File: config.mk
export PLATFORM = sky130hd
export DESIGN_NAME = resolver_cache_age_replace_unit_flat
export DESIGN_NICKNAME = d
export VERILOG_FILES = /design/src/rtl/core/rcar_pkg.sv /design/src/rtl/core/rcar_req_if.sv /design/src/rtl/core/rcar_rsp_if.sv /design/src/rtl/core/resolver_cache_age_replace_unit.sv /design/src/rtl/core/rcar_mem.sv /design/src/flat_wrapper.sv
export SDC_FILE = /design/constraint.sdc
export NUM_CORES = 2
export LEC_CHECK = 0
export BUFFER_PORTS_ARGS = -buffer_cell sky130_fd_sc_hd__buf_2
export CAP_MARGIN = 20
export CORE_ASPECT_RATIO = 1.75
export CORE_MARGIN = 2
export CORE_UTILIZATION = 25
export DETAILED_ROUTE_END_ITERATION = 8
export GPL_TIMING_DRIVEN = 0
export PLACE_DENSITY = 0.49
export SKIP_CTS_REPAIR_TIMING = 1
export SLEW_MARGIN = 20
export SYNTH_ARGS = -nofsm -noshare
export SYNTH_HDL_FRONTEND = slang
export SYNTH_SLANG_ARGS = --single-unit
File: constraint.sdc
create_clock -name clk -period 7.9 [get_ports clk]
set_input_delay 0.79 -clock clk [delete_from_list [all_inputs] [get_ports clk]]
set_output_delay 0.79 -clock clk [all_outputs]
set_load 0.03 [all_outputs]
File: src/rtl/core/rcar_pkg.sv
// rcar_pkg: shared types and constants for the resolver cache with age replacement
// no dependencies; imported by the interfaces, the store and the top level
`default_nettype none

package rcar_pkg;

    localparam int KEY_W  = 64;
    localparam int ADDR_W = 32;
    localparam int SLOT_W = 4;

    localparam logic REQ_LOOKUP = 1'b0;
    localparam logic REQ_INSERT = 1'b1;

    typedef enum logic [2:0] {
        ST_IDLE,
        ST_LK_SCAN,
        ST_AGE_SCAN,
        ST_VICTIM_WR,
        ST_FINISH
    } state_t;

    typedef struct packed {
        logic rd_en;
        logic entry_we;
        logic age_we;
    } mem_ctrl_t;

endpackage

`default_nettype wire

File: src/rtl/core/rcar_req_if.sv
// rcar_req_if: request channel of the resolver cache, valid/ready with payload
// depends on rcar_pkg for the field widths
`default_nettype none

interface rcar_req_if;
    import rcar_pkg::*;

    logic              valid;
    logic              ready;
    logic              req_type;
    logic [KEY_W-1:0]  domain_key;
    logic [ADDR_W-1:0] ip_addr;

    modport source (output valid, output req_type, output domain_key, output ip_addr,
                    input ready);
    modport sink   (input valid, input req_type, input domain_key, input ip_addr,
                    output ready);
endinterface

`default_nettype wire

File: src/rtl/core/rcar_rsp_if.sv
// rcar_rsp_if: response channel of the resolver cache, valid/ready with payload
// depends on rcar_pkg for the field widths
`default_nettype none

interface rcar_rsp_if;
    import rcar_pkg::*;

    logic              valid;
    logic              ready;
    logic              hit;
    logic [SLOT_W-1:0] slot;
    logic [ADDR_W-1:0] ip_out;
    logic              evicted;

    modport source (output valid, output hit, output slot, output ip_out, output evicted,
                     input ready);
    modport sink   (input valid, input hit, input slot, input ip_out, input evicted,
                     output ready);
endinterface

`default_nettype wire

File: src/rtl/core/resolver_cache_age_replace_unit.sv
// resolver_cache_age_replace_unit: fully associative key to address cache
// with oldest-age replacement; depends on rcar_pkg, rcar_req_if, rcar_rsp_if, rcar_mem
//
//   channel | dir | payload                           | handshake
//   req     | in  | req_type, domain_key, ip_addr     | valid/ready
//   rsp     | out | hit, slot, ip_out, evicted        | valid/ready
//
// one request at a time; the memories are scanned one entry per cycle
// lookup: scans the filled entries from slot 0 and ends early on a hit
// appending insert: written at accept; full: scan all ages, then write the victim
// ready returns in the cycle after the response is loaded
// reset empties the cache at once (fill count only), no clearing pass
// a finished response waits in the output register; a new request is taken meanwhile
`default_nettype none

module resolver_cache_age_replace_unit #(
    parameter int CACHE_DEPTH = 16,
    parameter int AGE_BITS    = 16
) (
    input  wire        clk,
    input  wire        rst_n,
    rcar_req_if.sink   req,
    rcar_rsp_if.source rsp
);
    import rcar_pkg::*;

    localparam int IDX_W   = $clog2(CACHE_DEPTH);
    localparam int CNT_W   = $clog2(CACHE_DEPTH + 1);
    localparam int ENTRY_W = KEY_W + ADDR_W;
    localparam logic [AGE_BITS-1:0] AGE_MAX   = {AGE_BITS{1'b1}};
    localparam logic [CNT_W-1:0]    DEPTH_CNT = CNT_W'(CACHE_DEPTH);
    localparam logic [IDX_W-1:0]    LAST_IDX  = IDX_W'(CACHE_DEPTH - 1);

    state_t              state_reg, state_next;
    logic [CNT_W-1:0]    fill_reg, fill_next;
    logic [CNT_W-1:0]    rd_cnt_reg, rd_cnt_next;
    logic                cmp_valid_reg, cmp_valid_next;
    logic [IDX_W-1:0]    cmp_idx_reg, cmp_idx_next;
    logic [AGE_BITS-1:0] best_reg, best_next;
    logic [IDX_W-1:0]    victim_reg, victim_next;
    logic [KEY_W-1:0]    key_reg, key_next;
    logic [ADDR_W-1:0]   ip_reg, ip_next;
    logic                res_hit_reg, res_hit_next;
    logic [SLOT_W-1:0]   res_slot_reg, res_slot_next;
    logic [ADDR_W-1:0]   res_ip_reg, res_ip_next;
    logic                res_evicted_reg, res_evicted_next;
    logic                out_valid_reg, out_valid_next;
    logic                out_hit_reg, out_hit_next;
    logic [SLOT_W-1:0]   out_slot_reg, out_slot_next;
    logic [ADDR_W-1:0]   out_ip_reg, out_ip_next;
    logic                out_evicted_reg, out_evicted_next;

    mem_ctrl_t           mem_ctrl;
    logic [IDX_W-1:0]    rd_addr;
    logic [IDX_W-1:0]    wr_addr;
    logic [ENTRY_W-1:0]  entry_wdata;
    logic [AGE_BITS-1:0] age_wdata;
    logic [ENTRY_W-1:0]  entry_rdata;
    logic [AGE_BITS-1:0] age_rdata;
    logic [AGE_BITS-1:0] age_inc;
    logic                key_match;

    rcar_mem #(
        .CACHE_DEPTH (CACHE_DEPTH),
        .AGE_BITS    (AGE_BITS)
    ) u_mem (
        .clk         (clk),
        .ctrl        (mem_ctrl),
        .rd_addr     (rd_addr),
        .wr_addr     (wr_addr),
        .entry_wdata (entry_wdata),
        .age_wdata   (age_wdata),
        .entry_rdata (entry_rdata),
        .age_rdata   (age_rdata)
    );

    assign age_inc   = (age_rdata == AGE_MAX) ? AGE_MAX : age_rdata + AGE_BITS'(1);
    assign key_match = (entry_rdata[ADDR_W +: KEY_W] == key_reg);

    assign req.ready   = (state_reg == ST_IDLE);
    assign rsp.valid   = out_valid_reg;
    assign rsp.hit     = out_hit_reg;
    assign rsp.slot    = out_slot_reg;
    assign rsp.ip_out  = out_ip_reg;
    assign rsp.evicted = out_evicted_reg;

    always_comb
    begin
        state_next       = state_reg;
        fill_next        = fill_reg;
        rd_cnt_next      = rd_cnt_reg;
        cmp_valid_next   = 1'b0;
        cmp_idx_next     = cmp_idx_reg;
        best_next        = best_reg;
        victim_next      = victim_reg;
        key_next         = key_reg;
        ip_next          = ip_reg;
        res_hit_next     = res_hit_reg;
        res_slot_next    = res_slot_reg;
        res_ip_next      = res_ip_reg;
        res_evicted_next = res_evicted_reg;
        out_valid_next   = out_valid_reg && !rsp.ready;
        out_hit_next     = out_hit_reg;
        out_slot_next    = out_slot_reg;
        out_ip_next      = out_ip_reg;
        out_evicted_next = out_evicted_reg;
        mem_ctrl         = '0;
        rd_addr          = rd_cnt_reg[IDX_W-1:0];
        wr_addr          = cmp_idx_reg;
        entry_wdata      = {key_reg, ip_reg};
        age_wdata        = age_inc;

        case (state_reg)
            ST_IDLE:
            begin
                if (req.valid)
                begin
                    key_next         = req.domain_key;
                    ip_next          = req.ip_addr;
                    rd_cnt_next      = '0;
                    res_hit_next     = 1'b0;
                    res_slot_next    = '0;
                    res_ip_next      = '0;
                    res_evicted_next = 1'b0;
                    if (req.req_type == REQ_LOOKUP)
                    begin
                        state_next = ST_LK_SCAN;
                    end
                    else if (fill_reg < DEPTH_CNT)
                    begin
                        // append at the next free slot
                        mem_ctrl.entry_we = 1'b1;
                        mem_ctrl.age_we   = 1'b1;
                        wr_addr           = fill_reg[IDX_W-1:0];
                        entry_wdata       = {req.domain_key, req.ip_addr};
                        age_wdata         = '0;
                        fill_next         = fill_reg + CNT_W'(1);
                        res_slot_next     = SLOT_W'(fill_reg);
                        state_next        = ST_FINISH;
                    end
                    else
                    begin
                        state_next = ST_AGE_SCAN;
                    end
                end
            end

            ST_LK_SCAN:
            begin
                if (rd_cnt_reg < fill_reg)
                begin
                    mem_ctrl.rd_en = 1'b1;
                    rd_cnt_next    = rd_cnt_reg + CNT_W'(1);
                    cmp_valid_next = 1'b1;
                    cmp_idx_next   = rd_cnt_reg[IDX_W-1:0];
                end
                if (cmp_valid_reg && key_match)
                begin
                    res_hit_next   = 1'b1;
                    res_slot_next  = SLOT_W'(cmp_idx_reg);
                    res_ip_next    = entry_rdata[ADDR_W-1:0];
                    cmp_valid_next = 1'b0;
                    state_next     = ST_FINISH;
                end
                else if (rd_cnt_reg >= fill_reg)
                begin
                    // miss: every filled entry compared
                    state_next = ST_FINISH;
                end
            end

            ST_AGE_SCAN:
            begin
                if (rd_cnt_reg < DEPTH_CNT)
                begin
                    mem_ctrl.rd_en = 1'b1;
                    rd_cnt_next    = rd_cnt_reg + CNT_W'(1);
                    cmp_valid_next = 1'b1;
                    cmp_idx_next   = rd_cnt_reg[IDX_W-1:0];
                end
                if (cmp_valid_reg)
                begin
                    // saturating age write-back, first oldest entry kept
                    mem_ctrl.age_we = 1'b1;
                    wr_addr         = cmp_idx_reg;
                    age_wdata       = age_inc;
                    if ((cmp_idx_reg == '0) || (age_rdata > best_reg))
                    begin
                        best_next   = age_rdata;
                        victim_next = cmp_idx_reg;
                    end
                    if (cmp_idx_reg == LAST_IDX)
                    begin
                        state_next = ST_VICTIM_WR;
                    end
                end
            end

            ST_VICTIM_WR:
            begin
                mem_ctrl.entry_we = 1'b1;
                mem_ctrl.age_we   = 1'b1;
                wr_addr           = victim_reg;
                entry_wdata       = {key_reg, ip_reg};
                age_wdata         = '0;
                res_hit_next      = 1'b0;
                res_slot_next     = SLOT_W'(victim_reg);
                res_ip_next       = '0;
                res_evicted_next  = 1'b1;
                state_next        = ST_FINISH;
            end

            ST_FINISH:
            begin
                if (!out_valid_reg || rsp.ready)
                begin
                    out_valid_next   = 1'b1;
                    out_hit_next     = res_hit_reg;
                    out_slot_next    = res_slot_reg;
                    out_ip_next      = res_ip_reg;
                    out_evicted_next = res_evicted_reg;
                    state_next       = ST_IDLE;
                end
            end

            default:
            begin
                state_next = ST_IDLE;
            end
        endcase
    end

    always_ff @(posedge clk or negedge rst_n)
    begin
        if (!rst_n)
        begin
            state_reg     <= ST_IDLE;
            fill_reg      <= '0;
            rd_cnt_reg    <= '0;
            cmp_valid_reg <= 1'b0;
            out_valid_reg <= 1'b0;
        end
        else
        begin
            state_reg     <= state_next;
            fill_reg      <= fill_next;
            rd_cnt_reg    <= rd_cnt_next;
            cmp_valid_reg <= cmp_valid_next;
            out_valid_reg <= out_valid_next;
        end
    end

    always_ff @(posedge clk)
    begin
        cmp_idx_reg     <= cmp_idx_next;
        best_reg        <= best_next;
        victim_reg      <= victim_next;
        key_reg         <= key_next;
        ip_reg          <= ip_next;
        res_hit_reg     <= res_hit_next;
        res_slot_reg    <= res_slot_next;
        res_ip_reg      <= res_ip_next;
        res_evicted_reg <= res_evicted_next;
        out_hit_reg     <= out_hit_next;
        out_slot_reg    <= out_slot_next;
        out_ip_reg      <= out_ip_next;
        out_evicted_reg <= out_evicted_next;
    end

    // fill count never passes the depth
    assert property (@(posedge clk) disable iff (!rst_n) fill_reg <= DEPTH_CNT)
        else $error("fill count beyond cache depth");

    // eviction scan only runs on a full cache
    assert property (@(posedge clk) disable iff (!rst_n)
        (state_reg == ST_AGE_SCAN) |-> (fill_reg == DEPTH_CNT))
        else $error("age scan on a cache that is not full");

    // compare stage only live inside a scan
    assert property (@(posedge clk) disable iff (!rst_n)
        cmp_valid_reg |-> ((state_reg == ST_LK_SCAN) || (state_reg == ST_AGE_SCAN)))
        else $error("compare stage valid outside a scan");

    // an eviction response never reports a hit
    assert property (@(posedge clk) disable iff (!rst_n)
        (out_valid_reg && out_evicted_reg) |-> !out_hit_reg)
        else $error("eviction response flagged as hit");

    // fill count moves only upward by one; only an appending insert changes it
    assert property (@(posedge clk) disable iff (!rst_n)
        (fill_reg != $past(fill_reg)) |-> (fill_reg == $past(fill_reg) + CNT_W'(1)))
        else $error("fill count jumped");

endmodule

`default_nettype wire

File: src/rtl/core/rcar_mem.sv
// rcar_mem: entry memory (key and address) and age memory, one shared read port
// and one shared write address, read data registered; depends on rcar_pkg
`default_nettype none

module rcar_mem #(
    parameter int CACHE_DEPTH = 16,
    parameter int AGE_BITS    = 16
) (
    input  wire                                              clk,
    input  wire  rcar_pkg::mem_ctrl_t                        ctrl,
    input  wire  [$clog2(CACHE_DEPTH)-1:0]                   rd_addr,
    input  wire  [$clog2(CACHE_DEPTH)-1:0]                   wr_addr,
    input  wire  [rcar_pkg::KEY_W+rcar_pkg::ADDR_W-1:0]      entry_wdata,
    input  wire  [AGE_BITS-1:0]                              age_wdata,
    output logic [rcar_pkg::KEY_W+rcar_pkg::ADDR_W-1:0]      entry_rdata,
    output logic [AGE_BITS-1:0]                              age_rdata
);
    import rcar_pkg::*;

    localparam int ENTRY_W = KEY_W + ADDR_W;

    logic [ENTRY_W-1:0]  entry_mem [CACHE_DEPTH];
    logic [AGE_BITS-1:0] age_mem   [CACHE_DEPTH];

    always_ff @(posedge clk)
    begin
        if (ctrl.entry_we)
        begin
            entry_mem[wr_addr] <= entry_wdata;
        end
        if (ctrl.rd_en)
        begin
            entry_rdata <= entry_mem[rd_addr];
        end
    end

    always_ff @(posedge clk)
    begin
        if (ctrl.age_we)
        begin
            age_mem[wr_addr] <= age_wdata;
        end
        if (ctrl.rd_en)
        begin
            age_rdata <= age_mem[rd_addr];
        end
    end

endmodule

`default_nettype wire
File: src/flat_wrapper.sv
// flat-port wrapper written by rule: the top's interface ports become plain ports
module resolver_cache_age_replace_unit_flat import rcar_pkg::*;
#(
    parameter int CACHE_DEPTH = 16,
    parameter int AGE_BITS    = 16
)
  (clk, rst_n, req_valid, req_req_type, req_domain_key, req_ip_addr, req_ready, rsp_valid, rsp_hit, rsp_slot, rsp_ip_out, rsp_evicted, rsp_ready);
  rcar_req_if req_i ();
  rcar_rsp_if rsp_i ();
  input  wire clk;
  input  wire rst_n;
  input wire logic [$bits(req_i.valid)-1:0] req_valid;
  input wire logic [$bits(req_i.req_type)-1:0] req_req_type;
  input wire logic [$bits(req_i.domain_key)-1:0] req_domain_key;
  input wire logic [$bits(req_i.ip_addr)-1:0] req_ip_addr;
  output wire logic [$bits(req_i.ready)-1:0] req_ready;
  output wire logic [$bits(rsp_i.valid)-1:0] rsp_valid;
  output wire logic [$bits(rsp_i.hit)-1:0] rsp_hit;
  output wire logic [$bits(rsp_i.slot)-1:0] rsp_slot;
  output wire logic [$bits(rsp_i.ip_out)-1:0] rsp_ip_out;
  output wire logic [$bits(rsp_i.evicted)-1:0] rsp_evicted;
  input wire logic [$bits(rsp_i.ready)-1:0] rsp_ready;
  assign req_i.valid = req_valid;
  assign req_i.req_type = req_req_type;
  assign req_i.domain_key = req_domain_key;
  assign req_i.ip_addr = req_ip_addr;
  assign req_ready = req_i.ready;
  assign rsp_valid = rsp_i.valid;
  assign rsp_hit = rsp_i.hit;
  assign rsp_slot = rsp_i.slot;
  assign rsp_ip_out = rsp_i.ip_out;
  assign rsp_evicted = rsp_i.evicted;
  assign rsp_i.ready = rsp_ready;
  resolver_cache_age_replace_unit #(.CACHE_DEPTH(CACHE_DEPTH), .AGE_BITS(AGE_BITS)) u_core (.clk(clk), .rst_n(rst_n), .req(req_i), .rsp(rsp_i));
endmodule
==> metrics <==
Die H=754 µm; Final WS setup=about 3.5 ns; detailed placement HPWL=approximately 150 mm; sum of negative setup slack=0 ns; initial antenna violation count=between 50 and 60; endpoints failing hold=0; XOR/XNOR share of the synthesized area=0.00785; status=finished, final reports clean; Critical R2R Launch=u_core.key_reg[17]; Largest register FFs=roughly 1500; Post-Synth Simple-Gate Area=0.0119; Port Buf Inserts=140; first-pass GRT wire length=313 mm; Period minus WS final=4.42 ns; Max-cap violations=0; Post-Route WL=~230 mm; largest net degree at the start of global routing=56; 1st-iter DRT viols=3094; worst-skew pair later-pin latency=0.85 ns; hold path startpoint=req_ip_addr[1]; Max clock buf depth=4; Core Rows=~280; headroom to the max-slew limit=0.210; Slew Limit Fails=0; Main synth FF type=edfxtp_1; WS Path Type=reg2reg; final setup skew=0.0483 ns; gr ovfl total=0; Max Clk Rate=about 230 MHz; peak supply drop=181 µV; most common cell after layout, fill and taps aside=edfxtp_1; Synth Area in Adders=0.00374; CP max-delay cell=nor4_1; Hold Crit Class=in2reg; Clock Power Share=0.301; number of synthesized register bits=between 2000 and 2500; Layout area overhead=19.2%; core area=320000 µm²; crit-path most repeated cell=nor4_1; total CTS buffers=approximately 190; Post-DRT Antenna Nets=0; Avg WL per Cell=28.0 µm; synthesized area=80300 µm²; Least-Margin Pin Slew=1.19 ns; final setup fails=0; Worst-path clk slew=~0.070 ns; CTS Sinks=2115; Psw=around 8.5 mW; DIE AREA=326000 µm²; initial core utilization=0.251; H-tree depth=4; CP Launch Type=flop; post-synthesis sequential area ratio=0.790; gr usage total=0.137; Pint=roughly 22 mW; GP Congestion=0.741; via/cell ratio=4.52; CP required=8.41 ns; Ports=~140; CTS root buffer=clkbuf_16; Largest Register=u_core.u_mem.entry_mem; commonest cells after routing, fill and taps aside=2100 x edfxtp_1, 560 x mux4_2, 213 x buf_2; Worst Hold Slack=between 0.1 and 0.15 ns; post-synthesis compound-gate area fraction=0.00617; Worst Setup SP=u_core.key_reg[17]; Largest regs=u_core.u_mem.entry_mem (1536), u_core.u_mem.age_mem (256), u_core.u_mem.entry_rdata (96); Syn Nets=3435; Reg power frac=0.478; Net Sw Frac=0.283; multiplexer share of the synthesized area=0.171; number of flops mapped to enable cells by yosys=2100; Tcrit/Tclk final=0.559; Setup crit end kind=flop; leak pwr=29.0 nW; critical path peak fanout=26; routed via count=between 30000 and 40000; asr flop ratio synth=0.00709; RSZ-0062 raised after global routing=no; layout cell share with drive strength beyond 1=0.341; vias in the first global route=~39000; combinational power share=0.221; Cells after Synth=3310; Place WS=between 3 and 4 ns; Mean Syn Cell Area=24.3 µm²; drt drc=0; Distinct cells, synth=55; slowest stage delay, CP=0.88 ns; CTS tree=done; crit-path cells=xor2_1 > nor4_1 > nand4_1 > nor4_1 > and4_1 > a21o_2 > buf_12; Detailed Routing Iterations Pass 1=5; Power Density=316 nW/µm²; largest family of logic cells by synthesized area=multiplexers; Ys Warns=0; Die Wd=around 430 µm; NumNets Final=~4000; CP arrival=4.92 ns
[path summary, 6_finish.rpt]
kind	endpoint	slack (ns)	cells past startpoint
min	u_core.ip_reg[1]	0.13	1
min in group asynchronous	u_core.fill_reg[3]	0.44	2
min reg2reg	u_core.rsp.ip_out[30]	0.42	0
max	u_core.res_hit_reg	3.48	7
max in group asynchronous	u_core.rd_cnt_reg[1]	7.15	2
max reg2reg	u_core.res_hit_reg	3.48	7
[stage by stage]
step	std cells	power, mW	instance area (µm²)	util
floorplan	3310	18.6	80300	-
global placement	7605	21.3	86200	0.270
detailed placement	7746	21.6	89900	0.281
CTS	8064	30.7	95700	0.299
global route	8066	31.3	95700	0.299
finish	8075	30.2	95700	0.299
[cell usage after synthesis (7+ instances only)]
cell	n	area, µm²
nand2_1	28	105
o21ai_0	18	90.1
a21o_1	13	97.6
inv_1	37	139
mux2_2	93	1050
xnor2_1	30	263
ha_1	24	300
a21oi_1	18	90.1
xor2_1	42	368
buf_2	71	355
dfrtp_1	15	375
mux4_2	560	12600
clkbuf_1	70	263
nor2_1	44	165
nand2b_1	8	50.1
nor4_1	10	62.6
nand4_1	20	125
and2_1	33	206
buf_1	7	26.3
mux2i_1	7	70.1
nand3_1	7	35.0
edfxtp_1	2100	63100
[per-layer routing]
| layer | GRT usage | routed length, µm |
|---|---|---|
| met1 | 0.161 | 86000 |
| met2 | 0.252 | 121000 |
| met3 | 0.0212 | 10600 |
| met4 | 0.0454 | 7700 |
| met5 | 0 | 295 |
[critical path, delay by kind of cell, from the launching register on]
family,cells,cell delay (ns)
AOI/OAI and AO/OA,1,0.43
xor gates and xnor gates,1,0.32
buffers and inverters,1,0.24
DFF,1,0.42
and+or+nand+nor,4,2.59
[cells by family after synthesis]
logic type / Yosys count
multiplexers: 660
AND/OR/NAND/NOR: 177
adder cells (fa/ha/maj): 24
XOR/XNOR: 72
AO/OA/AOI/OAI: 75
buffers and inverters: 187
flip-flops: 2115
[final cells by class]
class,count,area [µm²]
inverter,37,146
multi-input combinational,1008,16500
timing repair buffer,282,3980
antenna,10,25.0
sequential,2115,63400
fill,30900,224000
clock inverter,97,946
buffer,150,692
clock buffer,221,4850
tap,4155,5200
[power by group through the flow]
| stage | clock network (mW) | registers, mW | logic [mW] |
|---|---|---|---|
| finish | 9.09 | 14.5 | 6.68 |
| global route | 9.65 | 14.5 | 7.12 |
| CTS | 9.32 | 14.5 | 6.90 |
| detailed placement | 0 | 14.7 | 6.89 |
| global placement | 0 | 14.9 | 6.41 |
| floorplan | 0 | 14.7 | 3.90 |
(Power assumes the default switching activity.)
